[src/overwriting_audit_log_core_defines.svh]
// Assertion macros for the audit log core.
// Each macro takes a label, clock, active-low reset and the expressions to check.
`ifndef OVERWRITING_AUDIT_LOG_CORE_DEFINES_SVH
`define OVERWRITING_AUDIT_LOG_CORE_DEFINES_SVH

`ifndef SYNTHESIS

`define AOL_ASSERT_IMPLY(label, clk, rst_n, ante, cons) \
  label: assert property (@(posedge clk) disable iff (!rst_n) (ante) |-> (cons)) \
    else $error("audit log: implication check failed");

`define AOL_ASSERT_NEXT(label, clk, rst_n, ante, cons) \
  label: assert property (@(posedge clk) disable iff (!rst_n) (ante) |=> (cons)) \
    else $error("audit log: next-cycle check failed");

`else

`define AOL_ASSERT_IMPLY(label, clk, rst_n, ante, cons)

`define AOL_ASSERT_NEXT(label, clk, rst_n, ante, cons)

`endif

`endif

[src/aol_pkg.sv]
`timescale 1ns / 1ps

package aol_pkg;

  // Default log depth.
  localparam int LOG_DEPTH_DEF = 16;

  // Command queue between front and back.
  localparam int CMDQ_DEPTH = 2;
  localparam int CMDQ_PTR_W = $clog2(CMDQ_DEPTH);
  localparam int CMDQ_CNT_W = $clog2(CMDQ_DEPTH + 1);

  // Result queue at the output.
  localparam int OUT_DEPTH = 4;
  localparam int OUT_PTR_W = $clog2(OUT_DEPTH);
  localparam int OUT_CNT_W = $clog2(OUT_DEPTH + 1);

  typedef enum logic {
    CMD_RECORD = 1'b0,
    CMD_READ   = 1'b1
  } cmd_code_t;

  typedef struct packed {
    logic [15:0]        req_tag;
    logic [15:0]        cmd_tag;
    logic signed [15:0] result_code;
    logic [15:0]        detail;
    logic [31:0]        timestamp_ms;
  } entry_t;

  typedef struct packed {
    logic       is_read;
    logic       want_zero;
    entry_t     entry;
    logic [7:0] read_limit;
  } cmd_item_t;

  typedef struct packed {
    entry_t entry;
    logic   empty_res;
    logic   last;
  } out_item_t;

endpackage

[src/aol_front.sv]
`timescale 1ns / 1ps

module aol_front (
  input  logic                clk,
  input  logic                rst_n,
  input  logic                push,
  output logic                full,
  input  logic                in_cmd,
  input  logic [15:0]         in_req_tag,
  input  logic [15:0]         in_cmd_tag,
  input  logic signed [15:0]  in_result_code,
  input  logic [15:0]         in_detail,
  input  logic [31:0]         in_timestamp_ms,
  input  logic [7:0]          in_read_limit,
  output logic                cmd_valid,
  output aol_pkg::cmd_item_t  cmd_item,
  input  logic                cmd_pop
);

  import aol_pkg::*;

  cmd_item_t             q_r [CMDQ_DEPTH];
  logic [CMDQ_PTR_W-1:0] wr_ptr_r, wr_ptr_nxt;
  logic [CMDQ_PTR_W-1:0] rd_ptr_r, rd_ptr_nxt;
  logic [CMDQ_CNT_W-1:0] cnt_r, cnt_nxt;
  cmd_item_t             new_item;
  logic                  do_push;
  logic                  do_pop;

  // classify on entry
  always_comb begin
    new_item.is_read            = (cmd_code_t'(in_cmd) == CMD_READ);
    new_item.want_zero          = (in_read_limit == 8'd0);
    new_item.entry.req_tag      = in_req_tag;
    new_item.entry.cmd_tag      = in_cmd_tag;
    new_item.entry.result_code  = in_result_code;
    new_item.entry.detail       = in_detail;
    new_item.entry.timestamp_ms = in_timestamp_ms;
    new_item.read_limit         = in_read_limit;
  end

  assign full      = (cnt_r == CMDQ_CNT_W'(CMDQ_DEPTH));
  assign cmd_valid = (cnt_r != '0);
  assign cmd_item  = q_r[rd_ptr_r];
  assign do_push   = push && !full;
  assign do_pop    = cmd_pop && cmd_valid;

  always_comb begin
    wr_ptr_nxt = do_push ? wr_ptr_r + CMDQ_PTR_W'(1) : wr_ptr_r;
    rd_ptr_nxt = do_pop ? rd_ptr_r + CMDQ_PTR_W'(1) : rd_ptr_r;
    cnt_nxt    = cnt_r + CMDQ_CNT_W'(do_push) - CMDQ_CNT_W'(do_pop);
  end

  always_ff @(posedge clk) begin
    if (!rst_n) begin
      wr_ptr_r <= '0;
      rd_ptr_r <= '0;
      cnt_r    <= '0;
    end else begin
      wr_ptr_r <= wr_ptr_nxt;
      rd_ptr_r <= rd_ptr_nxt;
      cnt_r    <= cnt_nxt;
    end
  end

  always_ff @(posedge clk) begin
    if (do_push) begin
      q_r[wr_ptr_r] <= new_item;
    end
  end

endmodule

[src/aol_outq.sv]
`timescale 1ns / 1ps

module aol_outq (
  input  logic                           clk,
  input  logic                           rst_n,
  input  logic                           res_push,
  input  aol_pkg::out_item_t             res_item,
  input  logic                           pop,
  output logic                           empty,
  output aol_pkg::out_item_t             head_item,
  output logic [aol_pkg::OUT_CNT_W-1:0]  cnt
);

  import aol_pkg::*;

  out_item_t            q_r [OUT_DEPTH];
  logic [OUT_PTR_W-1:0] wr_ptr_r, wr_ptr_nxt;
  logic [OUT_PTR_W-1:0] rd_ptr_r, rd_ptr_nxt;
  logic [OUT_CNT_W-1:0] cnt_r, cnt_nxt;
  logic                 do_pop;

  assign empty     = (cnt_r == '0);
  assign cnt       = cnt_r;
  assign head_item = q_r[rd_ptr_r];
  assign do_pop    = pop && !empty;

  // back end never pushes into a full queue (credit check upstream)
  always_comb begin
    wr_ptr_nxt = res_push ? wr_ptr_r + OUT_PTR_W'(1) : wr_ptr_r;
    rd_ptr_nxt = do_pop ? rd_ptr_r + OUT_PTR_W'(1) : rd_ptr_r;
    cnt_nxt    = cnt_r + OUT_CNT_W'(res_push) - OUT_CNT_W'(do_pop);
  end

  always_ff @(posedge clk) begin
    if (!rst_n) begin
      wr_ptr_r <= '0;
      rd_ptr_r <= '0;
      cnt_r    <= '0;
    end else begin
      wr_ptr_r <= wr_ptr_nxt;
      rd_ptr_r <= rd_ptr_nxt;
      cnt_r    <= cnt_nxt;
    end
  end

  always_ff @(posedge clk) begin
    if (res_push) begin
      q_r[wr_ptr_r] <= res_item;
    end
  end

endmodule

[src/aol_back.sv]
`timescale 1ns / 1ps

module aol_back #(
  parameter int LOG_DEPTH = aol_pkg::LOG_DEPTH_DEF
) (
  input  logic                           clk,
  input  logic                           rst_n,
  input  logic                           cmd_valid,
  input  aol_pkg::cmd_item_t             cmd_item,
  output logic                           cmd_pop,
  input  logic [aol_pkg::OUT_CNT_W-1:0]  out_cnt,
  output logic                           res_push,
  output aol_pkg::out_item_t             res_item
);

  import aol_pkg::*;

  `include "overwriting_audit_log_core_defines.svh"

  localparam int PTR_W = (LOG_DEPTH > 1) ? $clog2(LOG_DEPTH) : 1;
  localparam int CNT_W = $clog2(LOG_DEPTH + 1);
  localparam int SUM_W = $clog2(2 * LOG_DEPTH);

  typedef enum logic [1:0] {
    S_IDLE = 2'b01,
    S_READ = 2'b10
  } bk_state_t;

  entry_t      mem [LOG_DEPTH];
  entry_t      mem_q_r;

  bk_state_t   state_r, state_nxt;
  logic [PTR_W-1:0] head_r, head_nxt;
  logic [CNT_W-1:0] fill_r, fill_nxt;
  logic [PTR_W-1:0] addr_r, addr_nxt;
  logic [CNT_W-1:0] remain_r, remain_nxt;
  logic        rd_vld_r, rd_vld_nxt;
  logic        rd_empty_r, rd_empty_nxt;
  logic        rd_last_r, rd_last_nxt;

  logic        mem_we;
  logic        mem_rd;
  logic        room;
  logic [CNT_W-1:0] n_c;
  logic [SUM_W-1:0] sum_c;
  logic [PTR_W-1:0] start_c;

  // entries to return: min(read_limit, fill)
  always_comb begin
    if (cmd_item.want_zero) begin
      n_c = '0;
    end else if (cmd_item.read_limit >= 8'(fill_r)) begin
      n_c = fill_r;
    end else begin
      n_c = CNT_W'(cmd_item.read_limit);
    end
  end

  // oldest entry of the window: head - n, modulo depth
  always_comb begin
    sum_c = SUM_W'(head_r) + SUM_W'(LOG_DEPTH) - SUM_W'(n_c);
    if (sum_c >= SUM_W'(LOG_DEPTH)) begin
      start_c = PTR_W'(sum_c - SUM_W'(LOG_DEPTH));
    end else begin
      start_c = PTR_W'(sum_c);
    end
  end

  // credit: queued results plus the one in flight must leave a slot
  assign room = ((out_cnt + OUT_CNT_W'(rd_vld_r)) < OUT_CNT_W'(OUT_DEPTH));

  always_comb begin
    state_nxt    = state_r;
    head_nxt     = head_r;
    fill_nxt     = fill_r;
    addr_nxt     = addr_r;
    remain_nxt   = remain_r;
    cmd_pop      = 1'b0;
    mem_we       = 1'b0;
    mem_rd       = 1'b0;
    rd_vld_nxt   = 1'b0;
    rd_empty_nxt = 1'b0;
    rd_last_nxt  = 1'b0;
    case (state_r)
      S_IDLE: begin
        if (cmd_valid) begin
          if (!cmd_item.is_read) begin
            mem_we   = 1'b1;
            cmd_pop  = 1'b1;
            head_nxt = (head_r == PTR_W'(LOG_DEPTH - 1)) ? '0 : head_r + PTR_W'(1);
            if (fill_r != CNT_W'(LOG_DEPTH)) begin
              fill_nxt = fill_r + CNT_W'(1);
            end
          end else if (room) begin
            cmd_pop = 1'b1;
            if (n_c == '0) begin
              rd_vld_nxt   = 1'b1;
              rd_empty_nxt = 1'b1;
              rd_last_nxt  = 1'b1;
            end else begin
              state_nxt  = S_READ;
              addr_nxt   = start_c;
              remain_nxt = n_c;
            end
          end
        end
      end
      S_READ: begin
        if (room) begin
          mem_rd      = 1'b1;
          rd_vld_nxt  = 1'b1;
          rd_last_nxt = (remain_r == CNT_W'(1));
          addr_nxt    = (addr_r == PTR_W'(LOG_DEPTH - 1)) ? '0 : addr_r + PTR_W'(1);
          remain_nxt  = remain_r - CNT_W'(1);
          if (remain_r == CNT_W'(1)) begin
            state_nxt = S_IDLE;
          end
        end
      end
      default: begin
        state_nxt = S_IDLE;
      end
    endcase
  end

  always_ff @(posedge clk) begin
    if (!rst_n) begin
      state_r  <= S_IDLE;
      head_r   <= '0;
      fill_r   <= '0;
      rd_vld_r <= 1'b0;
    end else begin
      state_r  <= state_nxt;
      head_r   <= head_nxt;
      fill_r   <= fill_nxt;
      rd_vld_r <= rd_vld_nxt;
    end
  end

  always_ff @(posedge clk) begin
    addr_r     <= addr_nxt;
    remain_r   <= remain_nxt;
    rd_empty_r <= rd_empty_nxt;
    rd_last_r  <= rd_last_nxt;
  end

  // log store: one write port, one registered read port
  always_ff @(posedge clk) begin
    if (mem_we) begin
      mem[head_r] <= cmd_item.entry;
    end
    if (mem_rd) begin
      mem_q_r <= mem[addr_r];
    end
  end

  assign res_push           = rd_vld_r;
  assign res_item.entry     = rd_empty_r ? '0 : mem_q_r;
  assign res_item.empty_res = rd_empty_r;
  assign res_item.last      = rd_last_r;

  `AOL_ASSERT_IMPLY(a_fill_bound, clk, rst_n, 1'b1, fill_r <= CNT_W'(LOG_DEPTH))
  `AOL_ASSERT_IMPLY(a_head_bound, clk, rst_n, 1'b1, head_r <= PTR_W'(LOG_DEPTH - 1))
  `AOL_ASSERT_IMPLY(a_read_remain, clk, rst_n, state_r == S_READ, remain_r != '0)
  `AOL_ASSERT_IMPLY(a_no_overflow, clk, rst_n, rd_vld_r, out_cnt < OUT_CNT_W'(OUT_DEPTH))
  `AOL_ASSERT_NEXT(a_last_idle, clk, rst_n, mem_rd && rd_last_nxt, state_r == S_IDLE)

endmodule

[src/overwriting_audit_log_core.sv]
// Path: a read's first result passes the front queue, the back end's read state,
//   the registered store read and the result queue; a read that yields nothing
//   skips the read state and the store read. A record makes one store write.
//   A read sets up its walk, then makes one store read per cycle while the
//   result queue has room; the back end takes no new command until the walk ends.
// Reset: synchronous, active low; clears queues, head pointer and fill count.
`timescale 1ns / 1ps

module overwriting_audit_log_core #(
  parameter int LOG_DEPTH = aol_pkg::LOG_DEPTH_DEF
) (
  input  logic               clk,
  input  logic               rst_n,
  // input channel
  input  logic               push,
  output logic               full,
  input  logic               in_cmd,
  input  logic [15:0]        in_req_tag,
  input  logic [15:0]        in_cmd_tag,
  input  logic signed [15:0] in_result_code,
  input  logic [15:0]        in_detail,
  input  logic [31:0]        in_timestamp_ms,
  input  logic [7:0]         in_read_limit,
  // result channel
  output logic               empty,
  input  logic               pop,
  output logic [15:0]        out_req_tag,
  output logic [15:0]        out_cmd_tag,
  output logic signed [15:0] out_result_code,
  output logic [15:0]        out_detail,
  output logic [31:0]        out_timestamp_ms,
  output logic               out_empty_res,
  output logic               out_last
);

  import aol_pkg::*;

  // Structure:
  //   front - takes the input transfer, tags record vs read, and flags a
  //           zero-length read; holds up to two commands.
  //   back  - owns the log store, head pointer and fill count. A record
  //           writes at the head and advances it with wrap. A read computes
  //           n = min(read_limit, fill), starts at head - n and walks forward
  //           one entry per cycle while outq has room, marking the final one.
  //           An empty read emits a single zeroed result with the empty flag set.
  //   outq  - four-entry result queue; the back end only issues a store read
  //           when a slot is free counting the one already in flight.
  // Commands run one at a time in the back end, so a record queued behind a
  // read cannot overwrite entries the read still has to return.

  logic                 cmd_valid;
  cmd_item_t            cmd_item;
  logic                 cmd_pop;
  logic                 res_push;
  out_item_t            res_item;
  out_item_t            head_item;
  logic [OUT_CNT_W-1:0] out_cnt;

  aol_front u_front (
    .clk             (clk),
    .rst_n           (rst_n),
    .push            (push),
    .full            (full),
    .in_cmd          (in_cmd),
    .in_req_tag      (in_req_tag),
    .in_cmd_tag      (in_cmd_tag),
    .in_result_code  (in_result_code),
    .in_detail       (in_detail),
    .in_timestamp_ms (in_timestamp_ms),
    .in_read_limit   (in_read_limit),
    .cmd_valid       (cmd_valid),
    .cmd_item        (cmd_item),
    .cmd_pop         (cmd_pop)
  );

  aol_back #(
    .LOG_DEPTH (LOG_DEPTH)
  ) u_back (
    .clk       (clk),
    .rst_n     (rst_n),
    .cmd_valid (cmd_valid),
    .cmd_item  (cmd_item),
    .cmd_pop   (cmd_pop),
    .out_cnt   (out_cnt),
    .res_push  (res_push),
    .res_item  (res_item)
  );

  aol_outq u_outq (
    .clk       (clk),
    .rst_n     (rst_n),
    .res_push  (res_push),
    .res_item  (res_item),
    .pop       (pop),
    .empty     (empty),
    .head_item (head_item),
    .cnt       (out_cnt)
  );

  // result transfer fields
  assign out_req_tag      = head_item.entry.req_tag;
  assign out_cmd_tag      = head_item.entry.cmd_tag;
  assign out_result_code  = head_item.entry.result_code;
  assign out_detail       = head_item.entry.detail;
  assign out_timestamp_ms = head_item.entry.timestamp_ms;
  assign out_empty_res    = head_item.empty_res;
  assign out_last         = head_item.last;

endmodule
[config.mk]
export PLATFORM = sky130hd
export DESIGN_NAME = overwriting_audit_log_core
export DESIGN_NICKNAME = d
export VERILOG_FILES = /design/src/aol_pkg.sv /design/src/aol_front.sv /design/src/aol_outq.sv /design/src/aol_back.sv /design/src/overwriting_audit_log_core.sv
export VERILOG_INCLUDE_DIRS = /design/src /design/src/src
export SDC_FILE = /design/constraint.sdc
export NUM_CORES = 2
export LEC_CHECK = 0
export ABC_CLOCK_PERIOD_IN_PS = 8150
export BUFFER_PORTS_ARGS = -buffer_cell sky130_fd_sc_hd__buf_2
export CELL_PAD_IN_SITES_DETAIL_PLACEMENT = 0
export CELL_PAD_IN_SITES_GLOBAL_PLACEMENT = 1
export CORE_MARGIN = 3
export CORE_UTILIZATION = 25
export DETAILED_ROUTE_END_ITERATION = 8
export GPL_TIMING_DRIVEN = 0
export PLACE_DENSITY = 0.54
export SLEW_MARGIN = 25
export SYNTH_ARGS = -nofsm -noshare
export SYNTH_HDL_FRONTEND = slang
export SYNTH_HIERARCHICAL = 1
export SYNTH_SLANG_ARGS = --single-unit
[constraint.sdc]
create_clock -name clk -period 8.15 [get_ports clk]
set_input_delay 0 -clock clk [delete_from_list [all_inputs] [get_ports clk]]
set_output_delay 0 -clock clk [all_outputs]
set_load 0.02 [all_outputs]
==> flow_summary_export.csv <==
group,metric,value,unit
outcome,outcome,"finished clean",
clock_tree,post_cts_buffers,0,
clock_tree,clk_pin_slew,0.06,ns
grt,antenna_found_initial,52,
power_and_ir_drop,powerDensity,280,mW/mm^2
power_and_ir_drop,seqPwrFrac,50.0,%
synth,post_synth.cell_area_avg,24.9,sq um
floorplanning,ioPinCount,209,
placement,port_buffers,208,
grt,grt.overflow.total,0,
power_and_ir_drop,power_frac_comb,15.9,%
clock_tree,ctsRootBufferMaster,"clkbuf_16",
route,post_drt_wl_per_cell,24.1,um
route,first_pass_iters,5,
cells_and_area,areaGrowthSynthToFinish,23.0,%
power_and_ir_drop,p_sw_share,25.0,%
clock_tree,clock_latency,0.87,ns
power_and_ir_drop,p_total,29.4,mW
synth,syn_inst,3434,
worst_setup_path,critPathKind,"register to register",
placement,gp_congestion,0.695,
floorplanning,dieArea,0.349,sq mm
cells_and_area,nets,4383,
worst_setup_path,start_kind,"register",
route,viasPerCell,4.25,
synth,synthFlopType,"edfxtp_1",
power_and_ir_drop,power.net_switching,7.36,mW
clock_tree,cts_tree,"yes",
timing,hold_violations,0,
cells_and_area,layout-drive-gt1-share,33.2,%
synth,yosysUniqueCellTypes,54,
timing,layout_setup_ws,3.85,ns
synth,ys_warn_count,6,
synth,yosysSeqAreaShare,79.5,%
worst_setup_path,arrival,4.89,ns
timing,finClkSkew,0.0534,ns
placement,pre_cts_slack,3.76,ns
placement,dp_hpwl,145,mm
cells_and_area,fin_area,0.105,sq mm
hold_path,hold_path.class,"input port to register",
clock_tree,numClockSinks,2273,
timing,min_period_over_period,52.7,%
clock_tree,numCtsBuffers,226,
synth,syn_nets,3572,
job,cap_violations,0,
grt,grt_usage,12.2,%
synth,synth_edf_count,2245,
timing,finalSetupViolations,0,
timing,rsz0062_at_grt,"no",
power_and_ir_drop,irDropWorstVdd,0.000168,V
cells_and_area,fill_cells,32600,
timing,worst_pin_slew,1.05,ns
timing,fin_tns_setup,0,ns
route,wl,216,mm
synth,ys_async_sr_fraction,0,%
synth,ys_seq_elements,2273,
route,drt_first_iter_violations,2880,
timing,post-route-min-period,4.30,ns
timing,fmax,0.233,GHz
synth,syn_area,0.0855,sq mm
timing,whs,0.0279,ns
floorplanning,coreArea,0.340,sq mm
grt,grt_start_max_net_pins,40,
grt,grt_pass1_wl,307,mm
route,antenna_left,0,
power_and_ir_drop,power_leakage,32.8,nW
floorplanning,start_util,25.1,%
route,route.vias.total,38100,
route,drc,0,
timing,finalMaxSlewViolations,0,
worst_setup_path,reg2reg_slack,3.85,ns
floorplanning,chipHeight,591,um
placement,placed_cell_area,0.0960,sq mm
grt,grt_pass1_vias,41100,
worst_setup_path,required,8.75,ns
power_and_ir_drop,intPower,22.0,mW
floorplanning,num_rows,214,
timing,max_slew_margin,29.9,%
power_and_ir_drop,power.share.clock,34.1,%
clock_tree,clk_path_buf_depth,4,
clock_tree,cts.htree.levels,4,
floorplanning,die_w,591,um
worst_setup_path,cp_max_fo,10,
worst_setup_path,crit_path_end_kind,"register",
placed cells by master, fill, tap and decap left out, types with 29 or more instances in the layout:
master	n
buf_12	44
buf_16	75
buf_2	233
buf_6	67
clkbuf_1	115
clkbuf_16	230
clkinv_1	56
clkinv_2	29
dlygate4sd3_1	208
edfxtp_1	2245
mux2_2	68
mux2_4	40
mux4_2	577
nor2b_1	101
synth_stat cells, drive strengths merged, types with 2 or more instances:
cell type  number  area share (%)
o211ai          3           0.026
or2             4           0.029
mux2i           9            0.11
buf            83            0.85
o21ai           8           0.047
nand2          18           0.079
clkbuf         76            0.33
xnor2          11            0.11
o21a            2           0.018
and2           13           0.095
nor4            3           0.022
edfxtp       2245              79
ha             27            0.40
mux4          578              15
o22ai           4           0.029
dfxtp          28            0.66
xor2            6           0.061
nand3           4           0.023
nand4           3           0.022
and3            2           0.015
or4             2           0.018
nor3            9           0.053
nor2           29            0.13
a21oi           7           0.041
mux2          108             1.6
inv            23            0.10
fa              2           0.047
nor2b         101            0.74
a21boi          2           0.018
nand2b          8           0.059
layout make-up:
class                   instances  area, sq um  area share (%)
clock inverters               113         1030           0.981
clock buffers                 286         5990            5.70
flip-flops and latches       2273        68000            64.7
inverters                      23         86.3          0.0821
well taps                    4536         5680            5.40
plain buffers                 159         1030           0.977
diodes                         18         45.0          0.0429
repair buffers                583         6690            6.37
multi-input cells             979        16600            15.8
power by group through the flow:
stage / Sequential (mW) / Combinational, mW / Clock, mW
after floorplan: 15.0 / 2.83 / 0
after global placement: 15.1 / 4.35 / 0
after detailed placement: 15.0 / 4.74 / 0
after CTS: 14.7 / 4.85 / 10.4
after global routing: 14.7 / 5.10 / 10.8
final: 14.7 / 4.67 / 10.0
cells by family (layout without fill, tap and decap cells):
group	Yosys count	in the layout	share of synthesized area [%]
DFF	2273	2273	79.5
muxes	695	695	16.9
and+or+nand+nor	199	199	1.31
buffers and inverters	182	1164	1.28
AOI/OAI and AO/OA	38	38	0.302
adders and majority gates	29	29	0.442
xor gates and xnor gates	18	18	0.201
other	0	18	0
metrics by stage:
stage	cells	utilization (%)
final	8970	30.9
after global routing	8957	30.9
after global placement	8178	27.1
after detailed placement	8345	28.2
after CTS	8952	30.9
after floorplan	3434	-
registers in the layout, indices dropped and copies added (netlist names), 2 cells and up, named ones only:
name             cells
u_back/mem_q_r      96
u_outq/rd_ptr_r      2
u_outq/wr_ptr_r      2
u_back/remain_r      5
u_back/addr_r        4
u_outq/cnt           3
u_back/state_r       2
u_front/cnt_r        2
u_front/q_r        212
u_back/head_r        4
u_outq/q_r         392
u_back/mem        1536
u_back/fill_r        5
worst max-delay path: stages (launching register included):
cell and delay [ns]:
dfxtp_1 0.32, buf_6 0.20, buf_2 0.30, mux2_2 0.41, ha_1 0.24, nor4_1 0.53
o211ai_1 0.23, nand2_1 0.27, mux2i_1 0.15, or2_1 0.24, ha_1 0.33, nand2_1 0.06
o21ai_0 0.18, xor2_1 0.28, a2bb2oi_1 0.20, nand3b_1 0.11
layer usage:
layer / vias to the layer above / wire length (um) / global-route usage, %
li1: 16300 / - / -
met1: 20600 / 90500 / 15.5
met2: 781 / 111000 / 21.6
met3: 331 / 9330 / 2.03
met4: 44 / 4850 / 2.99
met5: - / 264 / 0
path summary, 6_finish.rpt:
path	startpoint	to	cells past startpoint
worst min register to register	u_back/state_r[0]	u_back/state_r[0]	2
worst min-delay path	in_result_code[7]	u_front/q_r[0][63]	2
worst max-delay path	register	u_back/addr_r[3]	15
worst max register to register	register	u_back/addr_r[3]	15
timing repair:
action | 4_1_cts | 5_1_grt
resized for setup | 0 | 0
endpoints found under the hold margin | 352 | 0
hold buffers | 208 | 0
Power figures use the tool's default switching activity.
